[src/pcfb_pkg.sv]
// Package for the palette color fade blend block.
// Holds beat payload types, configuration types, register indexes and easing curves.
// Depends on nothing.
package pcfb_pkg;

    localparam int unsigned CHAN_W    = 5;
    localparam int unsigned COLOR_W   = 15;
    localparam int unsigned IDX_W     = 6;
    localparam int unsigned ENTRY_W   = 6;
    localparam int unsigned CFG_IDX_W = 3;
    localparam int unsigned CFG_DAT_W = 6;
    localparam int unsigned WGT_W     = 6;

    localparam logic [WGT_W-1:0]  FULL_WEIGHT = 6'd32;
    localparam logic [WGT_W-1:0]  HUE_OFFSET  = 6'd4;
    localparam logic [CHAN_W-1:0] CHAN_MAX    = 5'h1F;

    typedef enum logic [CFG_IDX_W-1:0] {
        REG_TARGET_SEL   = 3'd0,
        REG_TARGET_RED   = 3'd1,
        REG_TARGET_GREEN = 3'd2,
        REG_TARGET_BLUE  = 3'd3,
        REG_SPEED_MASK   = 3'd4
    } t_reg_idx;

    typedef enum logic [1:0] {
        STYLE_WHITE  = 2'd0,
        STYLE_BLACK  = 2'd1,
        STYLE_CUSTOM = 2'd2,
        STYLE_DARK   = 2'd3
    } t_style;

    typedef struct packed {
        logic [ENTRY_W-1:0] entry_index;
        logic [IDX_W-1:0]   fade_index;
        logic [COLOR_W-1:0] color_in;
    } t_pix_in;

    typedef struct packed {
        logic [ENTRY_W-1:0] entry_out;
        logic [COLOR_W-1:0] faded_color;
    } t_pix_out;

    typedef struct packed {
        t_style            target_sel;
        logic [CHAN_W-1:0] target_red;
        logic [CHAN_W-1:0] target_green;
        logic [CHAN_W-1:0] target_blue;
        logic [5:0]        speed_mask;
    } t_cfg;

    function automatic logic [WGT_W-1:0] f_ease8(input logic [3:0] idx);
        logic [WGT_W-1:0] w;
        case (idx)
            4'd0:    w = 6'd0;
            4'd1:    w = 6'd2;
            4'd2:    w = 6'd5;
            4'd3:    w = 6'd10;
            4'd4:    w = 6'd16;
            4'd5:    w = 6'd22;
            4'd6:    w = 6'd27;
            4'd7:    w = 6'd30;
            default: w = 6'd32;
        endcase
        return w;
    endfunction

    function automatic logic [WGT_W-1:0] f_ease16(input logic [4:0] idx);
        logic [WGT_W-1:0] w;
        case (idx)
            5'd0:    w = 6'd0;
            5'd1:    w = 6'd1;
            5'd2:    w = 6'd2;
            5'd3:    w = 6'd4;
            5'd4:    w = 6'd6;
            5'd5:    w = 6'd9;
            5'd6:    w = 6'd12;
            5'd7:    w = 6'd14;
            5'd8:    w = 6'd16;
            5'd9:    w = 6'd18;
            5'd10:   w = 6'd20;
            5'd11:   w = 6'd23;
            5'd12:   w = 6'd26;
            5'd13:   w = 6'd28;
            5'd14:   w = 6'd30;
            5'd15:   w = 6'd31;
            default: w = 6'd32;
        endcase
        return w;
    endfunction

endpackage

[src/pcfb_cfg.sv]
// Configuration registers of the palette color fade blend block.
// Decodes the plain write port into one register set; uses pcfb_pkg.
module pcfb_cfg (
    input  logic                              i_clk,
    input  logic                              i_rst_n,
    input  logic                              i_cfg_we,
    input  logic [pcfb_pkg::CFG_IDX_W-1:0]    i_cfg_idx,
    input  logic [pcfb_pkg::CFG_DAT_W-1:0]    i_cfg_data,
    output pcfb_pkg::t_cfg                    o_cfg
);

    pcfb_pkg::t_cfg r_cfg;
    pcfb_pkg::t_cfg n_cfg;

    always_comb begin
        n_cfg = r_cfg;
        if (i_cfg_we) begin
            unique case (pcfb_pkg::t_reg_idx'(i_cfg_idx))
                pcfb_pkg::REG_TARGET_SEL:   n_cfg.target_sel   =
                                                pcfb_pkg::t_style'(i_cfg_data[1:0]);
                pcfb_pkg::REG_TARGET_RED:   n_cfg.target_red   = i_cfg_data[4:0];
                pcfb_pkg::REG_TARGET_GREEN: n_cfg.target_green = i_cfg_data[4:0];
                pcfb_pkg::REG_TARGET_BLUE:  n_cfg.target_blue  = i_cfg_data[4:0];
                pcfb_pkg::REG_SPEED_MASK:   n_cfg.speed_mask   = i_cfg_data;
                default:                    n_cfg = r_cfg;
            endcase
        end
    end

    always_ff @(posedge i_clk) begin
        if (!i_rst_n) begin
            r_cfg.target_sel   <= pcfb_pkg::STYLE_WHITE;
            r_cfg.target_red   <= '0;
            r_cfg.target_green <= '0;
            r_cfg.target_blue  <= '0;
            r_cfg.speed_mask   <= 6'd3;
        end else begin
            r_cfg <= n_cfg;
        end
    end

    assign o_cfg = r_cfg;

endmodule

[src/pcfb_blend.sv]
// Combinational fade datapath: easing curve, hue offset and per-channel blend.
// Sits between the input and result registers of the top level; uses pcfb_pkg.
module pcfb_blend #(
    parameter int unsigned PALETTE_ENTRIES = 64
) (
    input  pcfb_pkg::t_cfg     i_cfg,
    input  pcfb_pkg::t_pix_in  i_pix,
    output pcfb_pkg::t_pix_out o_pix
);

    localparam int unsigned NUM_CODES = 1 << pcfb_pkg::ENTRY_W;

    logic [pcfb_pkg::ENTRY_W-1:0] entry_wrap [NUM_CODES];

    for (genvar g = 0; g < NUM_CODES; g++) begin : g_wrap
        localparam int unsigned WRAPPED = g % PALETTE_ENTRIES;
        assign entry_wrap[g] = pcfb_pkg::ENTRY_W'(WRAPPED);
    end

    function automatic logic [pcfb_pkg::CHAN_W-1:0] f_mix(
        input logic [pcfb_pkg::CHAN_W-1:0] c,
        input logic [pcfb_pkg::CHAN_W-1:0] t,
        input logic [pcfb_pkg::WGT_W-1:0]  w
    );
        logic [10:0] acc;
        acc = 11'(c) * 11'(pcfb_pkg::FULL_WEIGHT - w) + 11'(t) * 11'(w);
        return acc[9:5];
    endfunction

    logic [pcfb_pkg::IDX_W-1:0]  idx;
    logic [pcfb_pkg::WGT_W-1:0]  w;
    logic [pcfb_pkg::WGT_W-1:0]  w_hue;
    logic [pcfb_pkg::WGT_W-1:0]  wrb;
    logic [pcfb_pkg::WGT_W-1:0]  wg;
    logic [pcfb_pkg::CHAN_W-1:0] tr, tg, tb;
    logic [pcfb_pkg::CHAN_W-1:0] cr, cg, cb;
    logic [pcfb_pkg::COLOR_W-1:0] color;

    assign idx = i_pix.fade_index;
    assign cr  = i_pix.color_in[4:0];
    assign cg  = i_pix.color_in[9:5];
    assign cb  = i_pix.color_in[14:10];

    always_comb begin
        if (i_cfg.speed_mask <= 6'd1) begin
            w = pcfb_pkg::f_ease8((idx > 6'd8) ? 4'd8 : idx[3:0]);
        end else if (i_cfg.speed_mask <= 6'd7) begin
            w = pcfb_pkg::f_ease16((idx > 6'd16) ? 5'd16 : idx[4:0]);
        end else begin
            w = (idx > pcfb_pkg::FULL_WEIGHT) ? pcfb_pkg::FULL_WEIGHT : idx;
        end
    end

    always_comb begin
        w_hue = w + pcfb_pkg::HUE_OFFSET;
        if (w_hue > pcfb_pkg::FULL_WEIGHT) begin
            w_hue = pcfb_pkg::FULL_WEIGHT;
        end
        wrb = w;
        wg  = w;
        tr  = '0;
        tg  = '0;
        tb  = '0;
        unique case (i_cfg.target_sel)
            pcfb_pkg::STYLE_WHITE: begin
                tr  = pcfb_pkg::CHAN_MAX;
                tg  = pcfb_pkg::CHAN_MAX;
                tb  = pcfb_pkg::CHAN_MAX;
                wrb = w_hue;
            end
            pcfb_pkg::STYLE_BLACK: begin
                wg = w_hue;
            end
            pcfb_pkg::STYLE_CUSTOM: begin
                tr = i_cfg.target_red;
                tg = i_cfg.target_green;
                tb = i_cfg.target_blue;
            end
            default: begin
                wg = w;
            end
        endcase
    end

    always_comb begin
        if (w == '0) begin
            color = i_pix.color_in;
        end else if (w >= pcfb_pkg::FULL_WEIGHT) begin
            color = {tb, tg, tr};
        end else begin
            color = {f_mix(cb, tb, wrb), f_mix(cg, tg, wg), f_mix(cr, tr, wrb)};
        end
    end

    assign o_pix.faded_color = color;
    assign o_pix.entry_out   = entry_wrap[i_pix.entry_index];

endmodule

[src/palette_color_fade_blend.sv]
// Top level of the palette color fade blend block.
// Input register, pcfb_blend datapath, result register; pcfb_cfg holds settings.
//
//  beat       dir  handshake                 payload
//  input      in   i_in_valid / o_in_stall   i_in_data  (pcfb_pkg::t_pix_in)
//  result     out  o_out_valid / i_out_stall o_out_data (pcfb_pkg::t_pix_out)
//  config     in   i_cfg_we                  i_cfg_idx, i_cfg_data
//
// One beat per cycle sustained while the result side does not stall; each result passes
// through the input register, one blend pass and the result register.
// Synchronous active-low reset clears valid flags and loads register reset values.
// A stall on the result side holds both stages; o_in_stall rises only when both are full.
module palette_color_fade_blend #(
    parameter int unsigned PALETTE_ENTRIES = 64
) (
    input  logic                           i_clk,
    input  logic                           i_rst_n,
    input  logic                           i_cfg_we,
    input  logic [pcfb_pkg::CFG_IDX_W-1:0] i_cfg_idx,
    input  logic [pcfb_pkg::CFG_DAT_W-1:0] i_cfg_data,
    input  logic                           i_in_valid,
    output logic                           o_in_stall,
    input  pcfb_pkg::t_pix_in              i_in_data,
    output logic                           o_out_valid,
    input  logic                           i_out_stall,
    output pcfb_pkg::t_pix_out             o_out_data
);

    pcfb_pkg::t_cfg     cfg;
    pcfb_pkg::t_pix_out blend_pix;

    logic               r_in_valid;
    pcfb_pkg::t_pix_in  r_in_data;
    logic               r_out_valid;
    pcfb_pkg::t_pix_out r_out_data;
    logic               out_adv;
    logic               in_adv;

    pcfb_cfg u_cfg (
        .i_clk      (i_clk),
        .i_rst_n    (i_rst_n),
        .i_cfg_we   (i_cfg_we),
        .i_cfg_idx  (i_cfg_idx),
        .i_cfg_data (i_cfg_data),
        .o_cfg      (cfg)
    );

    pcfb_blend #(
        .PALETTE_ENTRIES (PALETTE_ENTRIES)
    ) u_blend (
        .i_cfg (cfg),
        .i_pix (r_in_data),
        .o_pix (blend_pix)
    );

    assign out_adv    = !r_out_valid || !i_out_stall;
    assign in_adv     = !r_in_valid || out_adv;
    assign o_in_stall = !in_adv;

    always_ff @(posedge i_clk) begin
        if (!i_rst_n) begin
            r_in_valid  <= 1'b0;
            r_out_valid <= 1'b0;
        end else begin
            if (in_adv) begin
                r_in_valid <= i_in_valid;
            end
            if (out_adv) begin
                r_out_valid <= r_in_valid;
            end
        end
    end

    always_ff @(posedge i_clk) begin
        if (in_adv && i_in_valid) begin
            r_in_data <= i_in_data;
        end
        if (out_adv && r_in_valid) begin
            r_out_data <= blend_pix;
        end
    end

    assign o_out_valid = r_out_valid;
    assign o_out_data  = r_out_data;

endmodule

[config.mk]
export PLATFORM = sky130hd
export DESIGN_NAME = palette_color_fade_blend
export DESIGN_NICKNAME = d
export VERILOG_FILES = /design/src/pcfb_pkg.sv /design/src/pcfb_cfg.sv /design/src/pcfb_blend.sv /design/src/palette_color_fade_blend.sv
export SDC_FILE = /design/constraint.sdc
export NUM_CORES = 1
export LEC_CHECK = 0
export ABC_CLOCK_PERIOD_IN_PS = 7800
export BUFFER_PORTS_ARGS = -buffer_cell sky130_fd_sc_hd__buf_2
export CAP_MARGIN = 40
export CORE_MARGIN = 3
export CORE_UTILIZATION = 30
export DETAILED_ROUTE_END_ITERATION = 16
export REMOVE_ABC_BUFFERS = 1
export SLEW_MARGIN = 15
export SYNTH_ARGS = -nofsm -noshare
export SYNTH_HDL_FRONTEND = slang
export SYNTH_HIERARCHICAL = 1
export SYNTH_SLANG_ARGS = --single-unit
[constraint.sdc]
create_clock -name i_clk -period 7.8 [get_ports i_clk]
set_input_delay 1.56 -clock i_clk [delete_from_list [all_inputs] [get_ports i_clk]]
set_output_delay 1.56 -clock i_clk [all_outputs]
set_load 0.05 [all_outputs]
; ---- Word level (Yosys, flattened, before mapping)
; Memory sizes are Yosys's and may differ from the RTL's. A register that Yosys moved wholly into a read port is not among the register bits.
; Index checks and enable logic that the tools add are counted.
[totals]
latchBits = 0
input_bits = 41
register_bits = 67
wordCells = 71
mem_bits_ro = 504
mem_bits_rw = 0
mem_count = 3
out_inout_bits = 23
[memory_table]
columns = name, depth, width, rd, rd_clocked_by_memory_dff, write_ports, line
row1 = (name not given), 64, 6, 1, 1, 0, pcfb_blend.sv:96  ; assign o_pix.entry_out = entry_wrap[i_pix.entry_index];
row2 = (name not given), 16, 5, 1, 0, 0, pcfb_pkg.sv:70  ; case (idx)
row3 = (name not given), 8, 5, 1, 0, 0, pcfb_pkg.sv:54  ; case (idx)
[op_classes]
n_reduce_logical = 16
muxes = 15
n_mul = 6
add_sub_neg = 6
div = 0
n_eq_ne = 6
n_shift = 0
bitwise = 1
magnitude_cmp = 7
[op_table]
columns = operator, count
row1 = $mux W6, 8
row2 = $mul A5 B11 Y10, 3
row3 = $add A10 B10 Y10, 3
row4 = $mul A5 B6 Y10, 3
row5 = $mux W15, 2
row6 = $pmux W5 S2, 3
row7 = $sub A6 B6 Y7 const A, 2
row8 = $gt A6 B6 Y1 const B, 2
row9 = $reduce_and A2 Y1, 5
row10 = $not A6 Y7, 1
row11 = $add A6 B3 Y6 const B, 1
row12 = $eq A3 B2 Y1 const B, 2
row13 = $ge A6 B6 Y1 const B, 1
row14 = $gt A6 B4 Y1 const B, 1
row15 = $gt A6 B5 Y1 const B, 1
row16 = $le A6 B1 Y1 const B, 1
row17 = $le A6 B3 Y1 const B, 1
row18 = $logic_not A6 Y1, 1
row19 = $mux W5, 1
row20 = $logic_not A1 Y1, 4
row21 = $mux W4, 1
row22 = $eq A3 B1 Y1 const B, 1
row23 = $eq A3 B3 Y1 const B, 1
row24 = $logic_not A3 Y1, 1
row25 = other kinds (5), 7

; ---- Logic depth before layout (Yosys ltp)
; An unclocked memory read counts as a cell.
[logic_depth]
word_depth = 15
mapped_depth = 36
depth_no_buf = 35

; ---- Modules after synthesis
; Netlist, hierarchy kept.
[modules_own_cells]
columns = module, seq_area_each_um2, instances, cells_each, area_per_inst_um2
row1 = pcfb_blend, 0.0, 1, 909, 7174.4
row2 = palette_color_fade_blend, 1481.4, 1, 56, 1525.2
row3 = pcfb_cfg, 460.4, 1, 88, 904.6

; ---- Worst setup path after synthesis
; OpenSTA, ideal clock, no wires.
[synth_timing]
path_type = reg2reg
startpoint = reg r_in_data[19] in the netlist's numbering
endpoint = reg r_out_data (netlist bit o_out_data[4]) (data pin)
setup_ns = 0.261
stages_incl_launch_ff = 33
t_required_ns = 7.539
synth_period_minus_slack_ns = 8.041
arrival_ns = 7.780
slack_ns = -0.241
n_path_buf = 1
cell_sequence = edfxtp_1 > nor2_1 > and2_1 > inv_1 > ha_1 > nand3_1 > o21ai_0 > or3_1 > buf_2 > a2111o_1 > and2_1 > inv_1 > ha_1 > a21boi_1 > nand2_1 > xnor2_1 > nand2_1 > fa_1 > inv_1 > fa_1 > fa_1 > fa_1 > inv_1 > fa_1 > inv_1 > ha_1 > o21ai_0 > o211ai_2 > a21oi_2 > o21bai_2 > xnor2_2 > xnor2_1 > a221o_1
[synth_lines]
columns = item, line
row1 = "start, declared", palette_color_fade_blend.sv:33  ; pcfb_pkg::t_pix_in r_in_data;
row2 = "start signal, assigned", palette_color_fade_blend.sv:76  ; r_in_data <= i_in_data;
row3 = "end signal, assigned", palette_color_fade_blend.sv:79  ; r_out_data <= blend_pix;
row4 = "end, declared", palette_color_fade_blend.sv:35  ; pcfb_pkg::t_pix_out r_out_data;

==> summary.md <==
| Metric | Value |
|---|---|
| Clock root cell | `clkbuf_16` |
| Syn Inst Count | `approximately 1.0k` |
| Layout cells sized above 1 | `between 20% and 30%` |
| N_diodes | `0` |
| Critical Path AT | `between 7 and 8 ns` |
| FP Rows | `64` |
| Tcrit/Tclk final | `a little over nine tenths` |
| Vias per cell | `4.760` |
| Worst hold path startpoint | `r_in_data[23]` |
| PD cells | `approximately 320 nW/um^2` |
| CP bufs+invs | `7` |
| Setup CP Type | `flip-flop to flip-flop` |
| CP max stage cell | `fa_1` |
| Setup crit start | `r_in_data[19]` |
| GR Util All Layers | `~15%` |
| Number of remaining DRC errors | `0` |
| Post-layout min period | `roughly 7.7 ns` |
| Worst hold slack | `around 0.42 ns` |
| Final HPWL DP | `a little under 20000 microns` |
| Fmax | `~130 MHz` |
| Die Area | `approximately 34000 sq um` |
| Post-Route Utilization | `36.98%` |
| RSZ-0062 raised after global routing | `yes` |
| Total Power | `~0.0036 W` |
| Syn_area_per_cell | `between 9 and 10 sq um` |
| Die X | `between 150 and 200 microns` |
| Max incr delay on CP | `0.55 ns` |
| Num CTS Buffers | `9` |
| First-pass DRT Iterations | `5` |
| Max Cap Viol | `0` |
| CTS tree | `built` |
| Detail Route Antenna Nets | `0` |
| Core Region | `30990 sq um` |
| Worst vdd ir | `roughly 0.19 mV` |
| Req. time, crit path | `7.86 ns` |
| Initial antenna violation count | `1` |
| Hold Vio Cnt, Final | `0` |
| Post-place setup slack | `-0.1325 ns` |
| Routed vias | `about 7.5k` |
| Clock Pin Slew Worst Setup and Hold Paths | `around 0.06 ns` |
| Initial core utilization | `a little under a third` |
| CP Launch Type | `flip-flop` |
| Worst R2R Start | `r_in_data[19]` |
| Most Frequent Cell on Critical Path | `fa_1` |
| Slew Limit Headroom | `40.25%` |
| Port bufs | `63` |
| First-pass GRT wire length | `between 40000 and 50000 microns` |
| Final WL | `25380 microns` |
| Most frequent cells in the layout | `188 x inv_1, 120 x fa_1, 107 x nor2_1, 95 x nand2_1, 88 x buf_4` |
| Filler Cells Inserted | `3073` |
| Drt wl/cell | `around 16 microns` |
| CP endpoint kind | `flip-flop` |
| Fin. max-slew vios | `0` |
| Remaining global-route overflow | `0` |
| Insertion delay to the later sink of the worst-skew pair | `0.35 ns` |
| Initial DRC count | `442` |
| Warnings from Yosys | `6` |
| Final setup viols | `0` |
| Vias in the first global route | `approximately 8k` |
| H-Tree Depth | `3` |
| Post-CTS Hold Fix Bufs | `0` |
| PnR worst setup slack | `between 0.1 and 0.15 ns` |
| Commonest non-fill, non-tap cell in the layout | `inv_1` |
| Synthesized cell area | `between 9000 and 10000 sq um` |
| RePlAce Congestion | `around 0.87` |
| Largest net degree at the start of global routing | `32` |
| Critical path peak fanout | `4` |
| I/O pin cnt | `64` |
| Run status | `complete, no violations` |
| Clock Path Buffers | `2` |
| Slew @ Worst Pin | `0.8929 ns` |
| Die H | `about 180 microns` |
| Clk_skew | `between 0.01 and 0.015 ns` |
| Net count of the finished layout | `1416` |
| Sink Count | `around 70` |
| Area grow syn2layout | `19.85%` |
| Leakage | `roughly 5.6 nW` |
| Cell class contributing the biggest share of worst-path delay | `adder cells` |
| HP Class | `flip-flop to flip-flop` |
[flip-flops by register name, summed over array words and instances, names as in the netlist]
name	cells
r_in_data	27
u_cfg/o_cfg	22
o_out_data	21
o_out_valid	1
r_in_valid	1
[through the flow]
| step | setup TNS [ns] | cell area, sq um | instances |
|---|---|---|---|
| finish | 0 | 11460 | 1569 |
| global route | -0.2372 | 11460 | 1569 |
| detailed placement | -0.3246 | 10750 | 1533 |
| CTS | 0 | 11230 | 1560 |
| floorplan | -0.7349 | 9343 | 1001 |
| global placement | -0.05620 | 10710 | 1531 |
[layout make-up]
type,instances,area (sq um),share of cell area (%)
Inverter,196,738.2,6.442
Timing Repair Buffer,156,1057,9.226
Tap cell,396,495.5,4.324
Clock buffer,10,250.2,2.184
Sequential cell,72,1922,16.77
Multi-Input combinational cell,733,6949,60.64
Clock inverter,6,47.55,0.4149
[repair_timing]
item / in CTS / in global routing
endpoints found under the setup margin: 4 / 7
gates resized for setup: 18 / 41
pin swaps: 22 / 49
setup buffers: 11 / 10
cloned: 0 / 0
[per-layer routing]
metal  part of all wire, %  routed length (microns)  GRT usage (%)
met1                    45                    11330          19.95
met2                    48                    12280          25.79
met3                   4.4                     1116          2.526
met4                   2.5                      639          5.443
met5                 0.051                       13              0
[power breakdown]
group | leakage, nW | total (W) | internal [W] | switching, W
Clock | 0.145 | 0.000433 | 0.000239 | 0.000194
Sequential | 0.646 | 0.000467 | 0.000446 | 0.0000212
Combinational | 4.77 | 0.00273 | 0.00132 | 0.00141
Total | 5.56 | 0.00363 | 0.00201 | 0.00162
[worst paths after layout]
kind         slack, ns        endpoint  depth (start not counted)
min reg2reg       0.42  o_out_data[17]                          0
max reg2reg       0.13  o_out_data[14]                         32
max               0.13  o_out_data[14]                         32
min               0.42  o_out_data[17]                          0
Power figures use the tool's default switching activity.
